### config.mk
export PLATFORM = sky130hd
export DESIGN_NAME = qptl_sqrt
export DESIGN_NICKNAME = d
export VERILOG_FILES = /design/src/sv/qptl_sqrt.sv
export SDC_FILE = /design/constraint.sdc
export NUM_CORES = 1
export LEC_CHECK = 0
export BUFFER_PORTS_ARGS = -buffer_cell sky130_fd_sc_hd__buf_2
export CAP_MARGIN = 40
export CORE_MARGIN = 2
export CORE_UTILIZATION = 54
export CTS_CLUSTER_SIZE = 12
export DETAILED_ROUTE_END_ITERATION = 8
export PLACE_DENSITY = 0.82
export SYNTH_ARGS = -nofsm -noshare
export SYNTH_HDL_FRONTEND = slang
export SYNTH_SLANG_ARGS = --single-unit
### constraint.sdc
create_clock -name clk_i -period 3.6 [get_ports clk_i]
set_input_delay 0.36 -clock clk_i [delete_from_list [all_inputs] [get_ports clk_i]]
set_output_delay 0.36 -clock clk_i [all_outputs]
set_load 0.005 [all_outputs]
### src/sv/qptl_sqrt.sv
// ----------------------------------------------------------------------------
// qptl_sqrt
// Iterative floor square root of a 64-bit value, two radicand bits a cycle
// ----------------------------------------------------------------------------
module qptl_sqrt (
  input  logic        clk_i,
  input  logic        rst_ni,
  input  logic        start_i,
  input  logic [63:0] value_i,
  output logic        busy_o,
  output logic        done_o,
  output logic [31:0] root_o
);

  logic [63:0] val_q;
  logic [35:0] rem_q;
  logic [31:0] root_q;
  logic [5:0]  cnt_q;
  logic        run_q, done_q;

  logic [35:0] rem_n, trial;
  logic        ge;

  assign rem_n = {rem_q[33:0], val_q[63:62]};
  assign trial = {2'b00, root_q, 2'b01};
  assign ge    = rem_n >= trial;

  always_ff @(posedge clk_i or negedge rst_ni) begin
    if (!rst_ni) begin
      run_q  <= 1'b0;
      done_q <= 1'b0;
      cnt_q  <= '0;
    end else begin
      done_q <= 1'b0;
      if (start_i) begin
        run_q <= 1'b1;
        cnt_q <= 6'd32;
      end else if (run_q) begin
        cnt_q <= cnt_q - 6'd1;
        if (cnt_q == 6'd1) begin
          run_q  <= 1'b0;
          done_q <= 1'b1;
        end
      end
    end
  end

  always_ff @(posedge clk_i) begin
    if (start_i) begin
      val_q  <= value_i;
      rem_q  <= '0;
      root_q <= '0;
    end else if (run_q) begin
      val_q  <= {val_q[61:0], 2'b00};
      rem_q  <= ge ? (rem_n - trial) : rem_n;
      root_q <= {root_q[30:0], ge};
    end
  end

  assign busy_o = run_q;
  assign done_o = done_q;
  assign root_o = root_q;

endmodule

# == Word level (Yosys, flattened, before mapping) ==
# Cells that the tools add are included.
# word_totals
rom_bits,0
mem_count,0
word_cells,22
output_inout_bits,34
latchBits,0
ram_bits,0
in_bits,67
register_bits,138
# op_classes
n_mux,11
shift,0
div,0
bitwise_logic,0
n_lt_le_gt_ge,1
mul,0
add_sub_neg,2
eq_ne,1
n_reduce_logical,1
# op_table
operator,count
64-bit two-way mux,2
36-bit by 34-bit greater-or-equal comparator with 1-bit output,1
34-bit two-way mux,1
34-bit subtractor,1
6-bit two-way mux,2
"6-bit by 1-bit equality test with 1-bit output, second input constant",1
1-bit two-way mux,6
"6-bit by 1-bit subtractor with 6-bit output, second input constant",1
2-bit nonzero test,1

# == Depth between registers and ports, before layout ==
# depth
ltp_word,4
depth_mapped,13
depth_no_buf,10

# == Worst setup path before layout ==
# Ideal clock, no wire load.
# synth_path
path_kind,register to register
start,"reg run_q, in the netlist busy_o"
end,"reg val_q[0], enable pin"
path_stages_with_launch,5
arrival_time_ns,2.191
n_path_buf,2
period_less_slack_ns,2.610
path_slack_ns,0.990
required_ns,3.181
setup_time_ns,0.419
path_cell_list,dfrtp_1 clkbuf_1 clkbuf_1 nor2_1 inv_1
# synth_via
elab_chain_len,1
# synth_lines
item,line,source
from (decl),19,"logic run_q, done_q;"
from (signal assigned),30,run_q <= 1'b0;
from (signal assigned),36,run_q <= 1'b1;
from (signal assigned),41,run_q <= 1'b0;
2-bit nonzero test (no source line),--,
to (signal assigned),50,val_q <= value_i;
to (signal assigned),54,"val_q <= {val_q[61:0], 2'b00};"
to (decl),15,logic [63:0] val_q;
# Every way passes these cells.
# A chain may end at the register's enable or synchronous reset.

# == Final worst setup path ==
# layout_path
start,"reg root_q[17], in the netlist root_o[17]"
end,reg rem_q[9]
# layout_via
elab_chain_len,2
# layout_lines
item,line,source
from (decl),17,logic [31:0] root_q;
from (signal assigned),56,"root_q <= {root_q[30:0], ge};"
36-bit by 34-bit greater-or-equal comparator with 1-bit output,26,assign ge = rem_n >= trial;
34-bit two-way mux,55,rem_q <= ge ? (rem_n - trial) : rem_n;
to (signal assigned),55,
to (decl),16,logic [35:0] rem_q;
# Every way passes these cells.

==> results.yml <==
clock_network:
  hold_buffers: 1
  cts_made_buffers: 17
  cts_root_buf: "clkbuf_16"
  clk_path_buf_depth: 2
  cts_sinks: 138
  cts-htree-levels: 4
  postCtsSetupBuffers: 0
  clk_latency_ps: 430
  cts_tree: "yes"
  postCtsResizedCells: 0
  clk_pin_slew_ps: 60
synthesis:
  synth-adder-area-share_pct: 5.82
  synth_top_family_by_area: "multiplexers"
  synth_nets: 868
  yosysSeqAreaShare_pct: 44.5
  synthMuxAreaShare_pct: 15.1
  synth_edf_count: 64
  ys_ff_latch: 138
  synth_xor_area_share_pct: 3.17
  synthSimpleGateAreaFrac_pct: 12.3
  synth_area_um2: 7740
  synth_compound_area_share_pct: 14.3
  ys.flop_type: "dfxtp_1"
  syn_area_per_cell_um2: 10.1
  ys_types: 67
  async_reset_ff_share_pct: 5.80
  yosys_warnings: 0
  syn_inst: 765
critical_path:
  rrSetupSlack_ps: 550
  reg2reg_depth: 11
  end_kind: "flop"
  timing.rr.start: "root_o[17]$_SDFFE_PP0P_"
  critPathTopFamily: "compound AO/OA/AOI/OAI gates"
  crit_arrival_ps: 3390
  crit_chain: "inv_1 -> ha_1 -> a21oi_1 -> o211ai_1 -> a41oi_1 -> a21oi_4 -> o211ai_4 -> buf_4 -> nand2_1 -> o31a_1 -> a211oi_2"
  worstPathRequired_ps: 3940
  cpPeakStageDelay_ps: 530
  critical_path.slowest_cell: "o211ai_4"
  startpoint_type: "flop"
  cp_num_cells: 11
  critical_path_class: "flop to flop"
  crit_buf_inv: 2
  timing.rr.end: "rem_q[9]$_SDFFE_PP0P_"
  cp_max_fo: 20
placement:
  dpl_cell_area_um2: 8340
  numPortBuffers: 100
  place_ws_ps: 540
  dp.final_hpwl_um: 11000
  place_congestion: 0.911
sta:
  worst_pin_slew_ps: 809
  hold_ws_ps: 219
  fmax_ghz: 0.328
  timing.final.crit_period_ps: 3050
  clock_skew_ps: 11.7
  slew_headroom_pct: 46.1
  rsz0062_at_grt: "no"
  finalSetupViolations: 0
  setup_slack_ps: 553
  finalHoldViolCount: 0
  min_period_over_period_pct: 84.7
  slew_viol_final: 0
  tns_ps: 0
floorplan:
  ioPinCount: 101
  die_x_um: 124
  start_util_pct: 55.6
  dieArea_um2: 15300
  rows: 43
  core_um2: 13900
  die_y_um: 124
grt:
  top_usage_layer: "met2"
  antenna_found_initial: 1
  use_met1_pct: 29.1
  track_usage_pct: 22.1
  globalRouteOverflowTotal: 0
  first_global_vias: 5582
  grt_max_degree: 139
  grt_pass1_wl_um: 26400
  grt_util_met3_pct: 8.10
  grt_use_met2_pct: 33.8
hold_path:
  min_to: "val_q[0]$_SDFFCE_PN0P_"
  hp-class: "primary input to flop"
  min_from: "value_i[0]"
  hold_path_depth: 2
route:
  routed_via_density: 5.62
  antenna_left: 0
  drtIter0Drc: 421
  drc: 0
  dr_total_vias: 5858
  avgRoutedWirePerCell_um: 15.4
  wl_um: 16000
  firstDrtPassIters: 7
layout:
  fill_cells: 1119
  final_area_um2: 8960
  nets: 952
  drive_above_1_share_pct: 25.3
  syn_to_final_growth_pct: 15.7
run_status:
  status: "complete, no violations"
power:
  power_leakage_uw: 0.00395
  ir_drop_mv: 0.610
  pwr_density_cell_nw_per_um2: 858
job:
  timing.max_cap.violations: 0
[per-stage QoR]
step	cells	power [uW]	utilization, %
after floorplan	765	5240	-
after global placement	1009	5760	59.8
after detailed placement	1009	5860	59.8
after CTS	1042	7690	64.3
after global routing	1042	8240	64.3
final	1043	7680	64.3
[kinds of logic (layout without fill, tap and decap cells)]
group / Yosys count / in the layout
and+or+nand+nor: 207 / 207
AOI/OAI and AO/OA: 159 / 159
DFF: 138 / 138
muxes: 109 / 109
buffers and inverters: 88 / 185
adders and majority gates: 36 / 36
xor gates and xnor gates: 28 / 28
other: 0 / 1
[final cells by class]
type                    instances  area [um^2]  share of cell area, %
inverters                      46          173                   1.93
diodes                          1         2.50                 0.0279
multi-input cells             539         3930                   43.9
repair buffers                107          571                   6.37
clock inverters                15          180                   2.01
well taps                     180          225                   2.51
clock buffers                  17          425                   4.75
flip-flops and latches        138         3450                   38.5
[worst reg2reg max path: stages (launching register included)]
cell      delay, ps
dfxtp_1         370
inv_1            60
ha_1            370
a21oi_1         340
o211ai_1        160
a41oi_1         290
a21oi_4         130
o211ai_4        540
buf_4           340
nand2_1          80
o31a_1          110
a211oi_2        200
[sequential cells by signal, indices dropped and copies added, names as in the netlist]
signal / flops
cnt_q: 6
val_q: 64
rem_q: 34
done_o: 1
root_o: 32
busy_o: 1
[metal layers]
| metal | vias to the layer above | part of all wire (%) |
|---|---|---|
| met5 | - | 0.19 |
| met3 | 22 | 6.4 |
| met4 | 2 | 1.4 |
| met1 | 2762 | 45 |
| li1 | 2931 | - |
| met2 | 141 | 47 |
[cells in the mapped netlist, drive strengths merged (6+ instances only)]
master  number  share of area [%]
nor2       106                5.1
dfxtp       66                 17
edfxtp      64                 25
mux2        64                9.3
a21oi       50                3.6
inv         46                2.2
mux2i       45                5.8
ha          36                5.8
nand2       31                1.5
clkbuf      30                1.5
a211oi      27                2.9
o21ai       25                1.6
xnor2       18                2.0
buf         12                1.0
nand3       10               0.65
nand4       10               0.81
xor2        10                1.1
nor2b        9               0.73
a21o         8               0.78
dfrtp        8                2.6
nor3         8               0.52
a31oi        7               0.57
and2         6               0.52
[cells in the final DEF (no fill, tap or decap), types with 4 or more instances in the layout]
| cell | synthesis | routed |
|---|---|---|
| buf_2 | 3 | 99 |
| xnor2_1 | 18 | 18 |
| o21a_1 | 5 | 5 |
| inv_8 | 0 | 4 |
| ha_1 | 36 | 36 |
| nor2b_1 | 9 | 9 |
| mux2i_1 | 45 | 45 |
| and2_1 | 5 | 5 |
| a211oi_1 | 23 | 23 |
| inv_6 | 0 | 5 |
| mux2_2 | 64 | 64 |
| edfxtp_1 | 64 | 64 |
| and3_1 | 4 | 4 |
| nand2_1 | 31 | 31 |
| dfxtp_1 | 66 | 66 |
| buf_4 | 2 | 6 |
| a211oi_2 | 4 | 4 |
| dfrtp_1 | 8 | 7 |
| nand3b_1 | 4 | 4 |
| xor2_1 | 10 | 10 |
| inv_1 | 46 | 45 |
| nor3_1 | 8 | 8 |
| nand3_1 | 10 | 10 |
| clkbuf_16 | 0 | 17 |
| nor2_1 | 106 | 106 |
| nand2b_1 | 5 | 5 |
| o21bai_1 | 4 | 4 |
| nand4_1 | 10 | 10 |
| o21ai_0 | 22 | 22 |
| a21oi_1 | 46 | 46 |
| a21o_1 | 8 | 8 |
| a31oi_1 | 7 | 7 |
[how the worst max path moves through the flow]
stage	startpoint	end	slack [ps]
final	root_o[17]$_SDFFE_PP0P_	rem_q[9]$_SDFFE_PP0P_	550
after global routing	root_o[17]$_SDFFE_PP0P_	rem_q[12]$_SDFFE_PP0P_	270
after CTS	root_o[17]$_SDFFE_PP0P_	rem_q[9]$_SDFFE_PP0P_	540
after detailed placement	root_o[17]$_SDFFE_PP0P_	rem_q[12]$_SDFFE_PP0P_	540
after global placement	root_o[17]$_SDFFE_PP0P_	rem_q[9]$_SDFFE_PP0P_	640
after floorplan	busy_o$_DFF_PN0_	val_q[0]$_SDFFCE_PN0P_	990
[where the power goes]
group          internal (uW)  switching (uW)
Sequential              1960             199
Combinational           1660            2070
Clock                   1050             744
Power figures use the tool's default switching activity.
