--- config.mk ---
export PLATFORM = sky130hd
export DESIGN_NAME = qptl_lane
export DESIGN_NICKNAME = d
export VERILOG_FILES = /design/src/sv/qptl_pkg.sv /design/src/sv/qptl_lane.sv
export SDC_FILE = /design/constraint.sdc
export NUM_CORES = 2
export LEC_CHECK = 0
export ABC_AREA = 0
export BUFFER_PORTS_ARGS = -buffer_cell sky130_fd_sc_hd__buf_2
export CAP_MARGIN = 10
export CORE_AREA = 4 4 487 489
export CTS_BUF_LIST = sky130_fd_sc_hd__clkbuf_16
export DETAILED_ROUTE_END_ITERATION = 6
export DIE_AREA = 0 0 491 493
export GPL_TIMING_DRIVEN = 0
export PLACE_DENSITY = 0.48
export SYNTH_ARGS = -nofsm -noshare
export SYNTH_HDL_FRONTEND = slang
export SYNTH_SLANG_ARGS = --single-unit
--- constraint.sdc ---
create_clock -name clk_i -period 39.2 [get_ports clk_i]
set_input_delay 7.84 -clock clk_i [delete_from_list [all_inputs] [get_ports clk_i]]
set_output_delay 7.84 -clock clk_i [all_outputs]
set_load 0.01 [all_outputs]
--- src/sv/qptl_pkg.sv ---
// ----------------------------------------------------------------------------
// qptl_pkg
// Types, codes and helpers for the quadrotor position thrust loop
// ----------------------------------------------------------------------------
package qptl_pkg;

  localparam int unsigned CFG_IDX_W = 2;
  localparam int unsigned CFG_W     = 16;
  localparam int unsigned NUM_LANES = 3;

  localparam logic [CFG_IDX_W-1:0] REG_POS_GAIN = 2'd0;
  localparam logic [CFG_IDX_W-1:0] REG_VEL_GAIN = 2'd1;
  localparam logic [CFG_IDX_W-1:0] REG_MASS     = 2'd2;
  localparam logic [CFG_IDX_W-1:0] REG_GRAVITY  = 2'd3;

  localparam logic [CFG_W-1:0] POS_GAIN_RST = 16'd2048;
  localparam logic [CFG_W-1:0] VEL_GAIN_RST = 16'd1280;
  localparam logic [CFG_W-1:0] MASS_RST     = 16'd640;
  localparam logic [CFG_W-1:0] GRAVITY_RST  = 16'd2511;

  typedef enum logic [2:0] {
    FUNC_MEAS_POS = 3'd0,
    FUNC_MEAS_VEL = 3'd1,
    FUNC_ATTITUDE = 3'd2,
    FUNC_REF_POS  = 3'd3,
    FUNC_REF_VEL  = 3'd4,
    FUNC_REF_ACC  = 3'd5,
    FUNC_REF_YAW  = 3'd6,
    FUNC_TICK     = 3'd7
  } qptl_func_e;

  typedef struct packed {
    logic [2:0]         func;
    logic signed [31:0] val_a;
    logic signed [31:0] val_b;
    logic signed [31:0] val_c;
    logic signed [15:0] val_d;
  } qptl_in_t;

  typedef struct packed {
    logic signed [31:0] thrust;
    logic signed [15:0] axis_x;
    logic signed [15:0] axis_y;
    logic signed [15:0] axis_z;
    logic signed [15:0] yaw_out;
    logic signed [31:0] ref_x;
    logic signed [31:0] ref_y;
    logic signed [31:0] ref_z;
    logic               zero_norm;
  } qptl_out_t;

  typedef struct packed {
    logic [CFG_W-1:0] kp;
    logic [CFG_W-1:0] kv;
    logic [CFG_W-1:0] mass;
    logic [CFG_W-1:0] grav;
  } qptl_gains_t;

  typedef struct packed {
    logic signed [15:0] w;
    logic signed [15:0] x;
    logic signed [15:0] y;
    logic signed [15:0] z;
  } qptl_quat_t;

  // one axis worth of stored state
  typedef struct packed {
    logic signed [31:0] mp;
    logic signed [31:0] mv;
    logic signed [31:0] rp;
    logic signed [31:0] rv;
    logic signed [31:0] ra;
  } qptl_comp_t;

  typedef struct packed {
    logic acc_done;
    logic div_done;
  } qptl_lane_sts_t;

  function automatic logic signed [31:0] neg_sat32(input logic signed [31:0] v);
    if (v == 32'sh8000_0000) begin
      return 32'sh7FFF_FFFF;
    end
    return -v;
  endfunction

  function automatic logic signed [15:0] sat16(input logic signed [32:0] v);
    if (v > 33'sd32767) begin
      return 16'sh7FFF;
    end else if (v < -33'sd32768) begin
      return 16'sh8000;
    end
    return v[15:0];
  endfunction

endpackage

--- src/sv/qptl_lane.sv ---
// ----------------------------------------------------------------------------
// qptl_lane
// One axis: command component, rotation column entry, thrust and norm
// partials on a shared multiplier, then the normalizing division
// ----------------------------------------------------------------------------
module qptl_lane import qptl_pkg::*; #(
  parameter int unsigned LaneIdx = 0
) (
  input  logic               clk_i,
  input  logic               rst_ni,
  input  logic               start_i,
  input  logic               div_start_i,
  input  logic [31:0]        norm_i,
  input  qptl_gains_t        gains_i,
  input  qptl_quat_t         quat_i,
  input  qptl_comp_t         comp_i,
  output logic signed [52:0] tp_o,
  output logic [63:0]        sq_o,
  output logic signed [15:0] axis_o,
  output qptl_lane_sts_t     sts_o
);

  logic [3:0]         step_q;
  logic               run_q, acc_done_q;
  logic signed [57:0] t_q;
  logic signed [31:0] acc_q;
  logic signed [34:0] rs_q;
  logic signed [20:0] r_q;
  logic signed [52:0] tp_q;
  logic [63:0]        sq_q;

  logic               drun_q, div_done_q, ovf_q, nz_q;
  logic [4:0]         dcnt_q;
  logic [47:0]        rem_q, dv_q;
  logic [15:0]        quo_q;
  logic signed [15:0] axis_q;

  logic signed [32:0] ma, mb, ep, ev;
  logic signed [65:0] prod;
  logic signed [34:0] p2x;
  logic signed [57:0] tr;
  logic signed [31:0] acc_sat;
  logic signed [15:0] c1a, c1b, c2a, c2b;

  assign ep = $signed({comp_i.mp[31], comp_i.mp}) - $signed({comp_i.rp[31], comp_i.rp});
  assign ev = $signed({comp_i.mv[31], comp_i.mv}) - $signed({comp_i.rv[31], comp_i.rv});

  // quaternion pairs for this entry of the third rotation column
  always_comb begin
    if (LaneIdx == 0) begin
      c1a = quat_i.x; c1b = quat_i.z; c2a = quat_i.w; c2b = quat_i.y;
    end else if (LaneIdx == 1) begin
      c1a = quat_i.y; c1b = quat_i.z; c2a = quat_i.w; c2b = quat_i.x;
    end else begin
      c1a = quat_i.x; c1b = quat_i.x; c2a = quat_i.y; c2b = quat_i.y;
    end
  end

  always_comb begin
    ma = '0;
    mb = '0;
    unique case (step_q)
      4'd0: begin ma = ep; mb = $signed({17'b0, gains_i.kp}); end
      4'd1: begin ma = ev; mb = $signed({17'b0, gains_i.kv}); end
      4'd2: begin
        ma = $signed({comp_i.ra[31], comp_i.ra});
        mb = $signed({17'b0, gains_i.mass});
      end
      4'd3: begin
        ma = $signed({17'b0, gains_i.mass});
        mb = $signed({17'b0, gains_i.grav});
      end
      4'd4: begin
        ma = $signed({{17{c1a[15]}}, c1a});
        mb = $signed({{17{c1b[15]}}, c1b});
      end
      4'd5: begin
        ma = $signed({{17{c2a[15]}}, c2a});
        mb = $signed({{17{c2b[15]}}, c2b});
      end
      4'd7: begin
        ma = $signed({acc_q[31], acc_q});
        mb = $signed({{12{r_q[20]}}, r_q});
      end
      4'd8: begin
        ma = $signed({acc_q[31], acc_q});
        mb = $signed({acc_q[31], acc_q});
      end
      default: begin
        ma = '0;
        mb = '0;
      end
    endcase
  end

  assign prod = ma * mb;
  assign p2x  = $signed({prod[33:0], 1'b0});
  assign tr   = (t_q + 58'sd128) >>> 8;

  always_comb begin
    if (tr > 58'sh7FFF_FFFF) begin
      acc_sat = 32'sh7FFF_FFFF;
    end else if (tr < -58'sh8000_0000) begin
      acc_sat = 32'sh8000_0000;
    end else begin
      acc_sat = tr[31:0];
    end
  end

  always_ff @(posedge clk_i or negedge rst_ni) begin
    if (!rst_ni) begin
      run_q      <= 1'b0;
      step_q     <= '0;
      acc_done_q <= 1'b0;
    end else begin
      acc_done_q <= 1'b0;
      if (start_i) begin
        run_q  <= 1'b1;
        step_q <= '0;
      end else if (run_q) begin
        step_q <= step_q + 4'd1;
        if (step_q == 4'd8) begin
          run_q      <= 1'b0;
          acc_done_q <= 1'b1;
        end
      end
    end
  end

  always_ff @(posedge clk_i) begin
    if (run_q) begin
      unique case (step_q)
        4'd0: t_q <= -prod[57:0];
        4'd1: t_q <= t_q - prod[57:0];
        4'd2: t_q <= t_q + prod[57:0];
        4'd3: begin
          if (LaneIdx == 2) begin
            t_q <= t_q - $signed({prod[49:0], 8'b0});
          end
        end
        4'd4: begin
          acc_q <= acc_sat;
          rs_q  <= (LaneIdx == 2) ? (35'sd268435456 - p2x) : p2x;
        end
        4'd5: rs_q <= (LaneIdx == 0) ? (rs_q + p2x) : (rs_q - p2x);
        4'd6: r_q  <= 21'((rs_q + 35'sd8192) >>> 14);
        4'd7: tp_q <= prod[52:0];
        4'd8: sq_q <= prod[63:0];
        default: ;
      endcase
    end
  end

  // normalizing division: 16 quotient bits, overflow caught up front
  logic [31:0] mag;
  logic [47:0] dividend;
  logic        ge;
  logic [16:0] lim, m17, sel;

  assign mag      = acc_q[31] ? 32'(-acc_q) : acc_q;
  assign dividend = {2'b00, mag, 14'b0} + {17'b0, norm_i[31:1]};
  assign ge       = rem_q >= dv_q;
  assign lim      = (acc_q > 32'sd0) ? 17'd32768 : 17'd32767;
  assign m17      = ovf_q ? 17'h1FFFF : {1'b0, quo_q};
  assign sel      = (m17 > lim) ? lim : m17;

  always_ff @(posedge clk_i or negedge rst_ni) begin
    if (!rst_ni) begin
      drun_q     <= 1'b0;
      dcnt_q     <= '0;
      div_done_q <= 1'b0;
    end else begin
      div_done_q <= 1'b0;
      if (div_start_i) begin
        drun_q <= 1'b1;
        dcnt_q <= 5'd16;
      end else if (drun_q) begin
        if (dcnt_q == 5'd0) begin
          drun_q     <= 1'b0;
          div_done_q <= 1'b1;
        end else begin
          dcnt_q <= dcnt_q - 5'd1;
        end
      end
    end
  end

  always_ff @(posedge clk_i) begin
    if (div_start_i) begin
      rem_q <= dividend;
      dv_q  <= {1'b0, norm_i, 15'b0};
      ovf_q <= dividend >= {norm_i, 16'b0};
      nz_q  <= norm_i != 32'd0;
      quo_q <= '0;
    end else if (drun_q) begin
      if (dcnt_q != 5'd0) begin
        if (ge) begin
          rem_q <= rem_q - dv_q;
        end
        quo_q <= {quo_q[14:0], ge};
        dv_q  <= {1'b0, dv_q[47:1]};
      end else begin
        if (!nz_q) begin
          axis_q <= '0;
        end else if (acc_q > 32'sd0) begin
          axis_q <= 16'(-sel);
        end else begin
          axis_q <= sel[15:0];
        end
      end
    end
  end

  assign tp_o           = tp_q;
  assign sq_o           = sq_q;
  assign axis_o         = axis_q;
  assign sts_o.acc_done = acc_done_q;
  assign sts_o.div_done = div_done_q;

endmodule

# Word-level counts from Yosys, hierarchy flattened
# Index checks and enable logic that the tools add are counted.
[totals]
input_bits = 324
wordCells = 107
regBits = 405
out_inout_bits = 135
[op_classes]
muxes = 34
n_reduce_logical = 22
addsub = 14
n_bitwise = 2
order_cmp = 6
eq_ne = 9
n_mul = 1
[op_table]
columns = ["operator", "count"]
rows = [
  ["$pmux 33 s8", 1],
  ["$pmux 33 s7", 1],
  ["$mux 48", 4],
  ["$pmux 58 s3", 1],
  ["$mux 47", 3],
  ["$pmux 35 s2", 1],
  ["$sub 32x32->33", 2],
  ["$mul 33x33->64", 1],
  ["$mux 32", 2],
  ["$add 58x58->58", 1],
  ["$add 58x9->58 const B", 1],
  ["$neg 58->58", 1],
  ["$sub 58x58->58", 1],
  ["$gt 50x32->1 const B", 1],
  ["$lt 50x32->1 const B", 1],
  ["$ge 47x48->1", 1],
  ["$ge 48x47->1", 1],
  ["$mux 16", 3],
  ["$sub 48x47->48", 1],
  ["$add 46x31->47", 1],
  ["$add 35x15->35 const B", 1],
  ["$add 35x35->35", 1],
  ["$gt 32x1->1 const B", 1],
  ["$neg 32->32", 1],
  ["other kinds (23)", 55],
]

# Logic depth before layout (Yosys ltp)
[logic_depth]
ltp_word = 6
ltp_mapped = 58
depth_no_buf = 56

# Worst setup path after synthesis
# Ideal clock, no wire load.
[synth_path]
path_type = "in2reg"
start = "input comp_i[72] (netlist name)"
end = "register t_q[57], data pin"
path_stages = 52
path_buffers = 2
t_required_ns = 38.945
setup_time_ns = 0.255
path_slack_ns = 17.835
arrival_time_ns = 21.109
cell_sequence = "inv_1 -> ha_1 -> or4_1 -> o2111a_1 -> o21a_1 -> o21ai_0 -> a21o_1 -> o2111ai_1 -> nand3_1 -> o211ai_1 -> a21o_1 -> a211o_1 -> a311oi_1 -> clkbuf_1 -> nor2_1 -> fa_1 -> fa_1 -> inv_1 -> (+16 left out) -> xor2_1 -> nor4_1 -> or4b_2 -> nor4_1 -> nor2_1 -> xor2_1 -> ha_1 -> a21o_1 -> o21ai_0 -> nand2b_1 -> a21oi_1 -> o21bai_1 -> a21o_1 -> a41oi_1 -> xnor2_1 -> a2111o_1 -> a22oi_1 -> and3b_1"
[synth_via]
elab_chain_cells = 5
word_cells_on_any_way = 7
cone_classes = "add/sub (4); mul (1); mux (2)"
[synth_lines]
columns = ["element", "line", "text"]
rows = [
  ["from (decl)", "qptl_lane.sv:16", "input qptl_comp_t comp_i,"],
  ["$sub 32x32->33 (*)", "qptl_lane.sv:45", "assign ep = $signed({comp_i.mp[31], comp_i.mp}) - $signed({comp_i.rp[31], comp_i.rp});"],
  ["$pmux 33 s7 (*)", "qptl_lane.sv:62", "unique case (step_q)"],
  ["$mul 33x33->64 (*)", "qptl_lane.sv:96", "assign prod = ma * mb;"],
  ["net prod[44]", "qptl_lane.sv:39", "logic signed [65:0] prod;"],
  ["$add 58x58->58 (tied with other cells)", "qptl_lane.sv:135", "4'd2: t_q <= t_q + prod[57:0];"],
  ["$pmux 58 s3 (*)", "qptl_lane.sv:132", "unique case (step_q)"],
  ["to (signal assigned)", "qptl_lane.sv:133", "4'd0: t_q <= -prod[57:0];"],
  ["to (signal assigned)", "qptl_lane.sv:134", "4'd1: t_q <= t_q - prod[57:0];"],
  ["to (signal assigned)", "qptl_lane.sv:135", ""],
  ["to (decl)", "qptl_lane.sv:25", "logic signed [57:0] t_q;"],
]
# Mark *: on every way through the listed nets, which the timed path passes. The rest lies on a longest branch.
# A chain may end at the register's enable or synchronous reset.

# Worst setup path after layout
[layout_path]
start = "input comp_i[128] (netlist name)"
end = "register t_q[57], data pin"
# The elaborated chain is that of the path after synthesis.

==> impl_summary.md <==
Detailed routing
Dividing the detail-routed via count by the number of cells gives 5.32. The detailed router finished its first iteration with 6022 violations. For this run, design rule violations remaining after detail routing come to 0. The number of detailed-route iterations in the first pass is 5. The routed layout has 63200 vias. The remaining number of nets flagged by the antenna check after routing is 0. The wire length per cell after detailed routing is 27.7 um. Summed over all layers, the routed wires come to 329 mm.

Floorplanning
The count of pins on the block boundary is 459. The die is 493 um tall. The number of placement rows is 177. The effective utilization at floorplan is 0.310.

In this run the horizontal extent of the chip is 491 um. The total die area is 242000 um2. The region available for standard cell placement spans 232000 um2.

Yosys
The number of library cell types mapped by synthesis is 109. In the synthesized netlist, the cells that appear most often are sky130_fd_sc_hd__inv_1, sky130_fd_sc_hd__fa_1, sky130_fd_sc_hd__nand2_1. In this run, synthesis inferred 360 flip-flops with an integrated enable.

The cell area after technology mapping is 71900 um2. After synthesis, the mean cell area works out to 8.79 um2. The cell taking the most area after synthesis is sky130_fd_sc_hd__fa_1. During synthesis, Yosys emitted a total of 0 warnings. When the netlist entered floorplanning its net count stood at 10100.

Of the synthesized area, sequential elements account for 0.163. The dominant register cell in the synthesized netlist is sky130_fd_sc_hd__edfxtp_1. The area fraction of the dominant cell type after synthesis is 0.315. The post-synthesis async set-or-reset flop share is 0.0322. By area the synthesized netlist is led by sky130_fd_sc_hd__fa_1, sky130_fd_sc_hd__edfxtp_1, sky130_fd_sc_hd__ha_1, sky130_fd_sc_hd__inv_1, sky130_fd_sc_hd__nand2_1. The flip-flop and latch count after synthesis is 404.

Among all cell types in the netlist, the one instantiated most often is sky130_fd_sc_hd__inv_1. The cell count after synthesis came out at 8186.

CTS
Buffers inserted to repair hold after CTS numbered 0. TritonCTS created 59 clock buffers. TritonCTS built the clock tree. The clock root buffer is sky130_fd_sc_hd__clkbuf_16.

The clock latency of the later-clocked register in the worst-skew pair is 0.80 ns. After clock tree synthesis, the setup repair step added 0 buffers. The clock net in this run drives a total of 404 sinks. The post-cts resize count is 0.

The H-tree generated during clock tree synthesis spans 2 levels. The clock passes through at most 3 buffers. Clock-pin slew was measured on the worst setup and hold paths at 0.06 ns.

Timing
The final-report setup violation count is 0. The setup slack after layout is 14.30 ns. The worst path in the final design needs a cycle of 24.90 ns, including I/O delays and setup. The setup TNS is 0 ns. The slew at the pin closest to its max-slew limit is 1.43 ns. The worst pin sits at a relative slew slack of 0.0484. The max-slew violation count is 0. The post-route fraction of the period consumed by the critical path is 0.635. Static timing analysis puts the maximum clock frequency at 0.0402 GHz. The final count of hold timing violations is 0. For the final database, setup skew stands at 0.117 ns. Setup repair after global routing left no endpoint under its margin.

Finish
The fraction of the core area covered by cells at the end of the flow is 0.350. The footprint of the flip-flops and latches is 11800 um2. The count of filler cells inserted in the layout is 24200. The combined area of the multi-input logic cells is 53700 um2. From synthesis to final layout, the design area changed by 13.0%. The net count of the finished layout is 10700. In the final layout, the share of cells above drive strength 1 is 0.0908.

Min path
The tightest min-delay check is of the reg2reg type.

Global routing
Entering global routing, the biggest net connects 53 pins. The number of antenna violations at the first check in global routing was 29. The aggregate global routing overflow is 0. The global-route wire length before repair is 472 mm. The via count of the first global-routing pass was 64000. The aggregate global-route resource usage is 0.269.

Critical path
The slowest stage of the critical path is the sky130_fd_sc_hd__a31oi_1 cell. STA puts the critical path data required time at 39.65 ns. The endpoint type of the worst setup path is a flop.

Along the worst path, the maximum fanout reaches 10. The largest single stage delay on the critical path is 0.86 ns. Counting stages on the worst path, the most repeated cell is sky130_fd_sc_hd__fa_1.

The critical path in this run is classified as in2reg. The startpoint kind of the worst setup timing path is an input pin. The arrival time at the worst endpoint is 25.35 ns.

Outcome
The flow ran to the end, and the final reports show no timing, DRC or antenna violations.

Run
The max capacitance violation total is 0.

Place
During placement, the flow inserted port buffers numbering 458. The HPWL after detailed placement is 284 mm. At the end of routability-driven placement, the weighted congestion stood at 1.06. At the placement stage, the worst setup path has a slack of 13.91 ns.
==> layer usage <==
layer	up-vias	share of wire	track usage
met5	-	0.00050	0
met1	32000	0.43	0.367
met2	2839	0.43	0.414
met3	581	0.080	0.0555
met4	22	0.051	0.113
li1	27800	-	-
==> worst paths after layout <==
check                       startpoint        end  slack (ns)  depth (start not counted)
max in group asynchronous       rst_ni  step_q[0]       31.89                          1
min in group asynchronous       rst_ni  step_q[3]        6.98                          1
max reg2reg                  step_q[2]    t_q[57]       20.43                         49
min                            dv_q[5]    dv_q[4]        0.47                          2
max                        comp_i[128]    t_q[57]       14.30                         55
min reg2reg                    dv_q[5]    dv_q[4]        0.47                          2
==> per-stage QoR <==
stage / cell area (um2) / instances / hold slack, ns
detailed placement: 79000 / 11700 / 0.466
finish: 81300 / 11900 / 0.472
global placement: 78000 / 11700 / 0.450
CTS: 81200 / 11900 / 0.463
floorplan: 71900 / 8186 / 0.440
global route: 81300 / 11900 / 0.490
==> critical path: cells and delay by family <==
| family | cells | cell delay (ns) |
|---|---|---|
| xor gates and xnor gates | 4 | 0.84 |
| AOI/OAI and AO/OA | 20 | 7.06 |
| buffers and inverters | 10 | 2.34 |
| adders and majority gates | 12 | 5.19 |
| and+or+nand+nor | 9 | 2.05 |
==> cell families after synthesis <==
logic type / Yosys count / synth area share
fa+ha+maj: 1626 / 0.401
other cells: 1 / 0.0000521
mux: 20 / 0.00289
flops: 404 / 0.163
xor+xnor: 444 / 0.0542
simple gates: 2545 / 0.158
compound gates: 1370 / 0.126
buf+inv: 1776 / 0.0942
==> state kept, by name (all words and copies together), names as in the netlist <==
register	flops
acc_done_q	1
acc_q	32
axis_o	16
dcnt_q	5
div_done_q	1
drun_q	1
dv_q	47
nz_q	1
ovf_q	1
quo_q	16
r_q	21
rem_q	48
rs_q	34
run_q	1
sq_o	64
step_q	4
t_q	58
tp_o	53
==> layout by cell type (no fill, tap or decap), types with 22 or more instances in the layout <==
| master | synthesis | final |
|---|---|---|
| sky130_fd_sc_hd__inv_1 | 1407 | 1411 |
| sky130_fd_sc_hd__fa_1 | 1131 | 1131 |
| sky130_fd_sc_hd__nand2_1 | 977 | 976 |
| sky130_fd_sc_hd__nor2_1 | 845 | 844 |
| sky130_fd_sc_hd__ha_1 | 495 | 495 |
| sky130_fd_sc_hd__buf_2 | 3 | 464 |
| sky130_fd_sc_hd__edfxtp_1 | 360 | 360 |
| sky130_fd_sc_hd__a21oi_1 | 353 | 352 |
| sky130_fd_sc_hd__clkbuf_1 | 315 | 313 |
| sky130_fd_sc_hd__o21ai_0 | 273 | 273 |
| sky130_fd_sc_hd__xnor2_1 | 268 | 262 |
| sky130_fd_sc_hd__xor2_1 | 175 | 167 |
| sky130_fd_sc_hd__a21o_1 | 141 | 141 |
| sky130_fd_sc_hd__nand3_1 | 118 | 118 |
| sky130_fd_sc_hd__a22oi_1 | 92 | 92 |
| sky130_fd_sc_hd__nand4_1 | 84 | 84 |
| sky130_fd_sc_hd__nor3_1 | 83 | 80 |
| sky130_fd_sc_hd__o31ai_1 | 63 | 61 |
| sky130_fd_sc_hd__clkbuf_16 | 0 | 60 |
| sky130_fd_sc_hd__and3_1 | 54 | 53 |
| sky130_fd_sc_hd__o21a_1 | 53 | 53 |
| sky130_fd_sc_hd__o21bai_1 | 52 | 52 |
| sky130_fd_sc_hd__nand2b_1 | 48 | 48 |
| sky130_fd_sc_hd__or2_2 | 48 | 48 |
| sky130_fd_sc_hd__nor2b_1 | 46 | 46 |
| sky130_fd_sc_hd__and2_1 | 47 | 45 |
| sky130_fd_sc_hd__nor4_1 | 41 | 40 |
| sky130_fd_sc_hd__a31oi_1 | 37 | 37 |
| sky130_fd_sc_hd__buf_4 | 7 | 33 |
| sky130_fd_sc_hd__and4_1 | 31 | 31 |
| sky130_fd_sc_hd__or3_1 | 31 | 31 |
| sky130_fd_sc_hd__a211oi_1 | 33 | 31 |
| sky130_fd_sc_hd__dfxtp_1 | 31 | 31 |
| sky130_fd_sc_hd__buf_1 | 29 | 30 |
| sky130_fd_sc_hd__o211ai_1 | 26 | 26 |
| sky130_fd_sc_hd__a221o_1 | 26 | 26 |
| sky130_fd_sc_hd__a221oi_1 | 31 | 24 |
| sky130_fd_sc_hd__nand3b_1 | 22 | 22 |
==> final cells by class <==
class | instances | area share
antenna | 15 | 0.000462
buffer | 366 | 0.0183
clock buffer | 60 | 0.0185
inverter | 1410 | 0.0651
timing repair buffer | 520 | 0.0369
clock inverter | 51 | 0.00833
tap | 3043 | 0.0468
sequential | 404 | 0.145
multi-input combinational | 6006 | 0.661
Power is left out: the tool's default activity adds up to more than one toggle a clock period on the data nets, which glitch-free logic cannot reach.
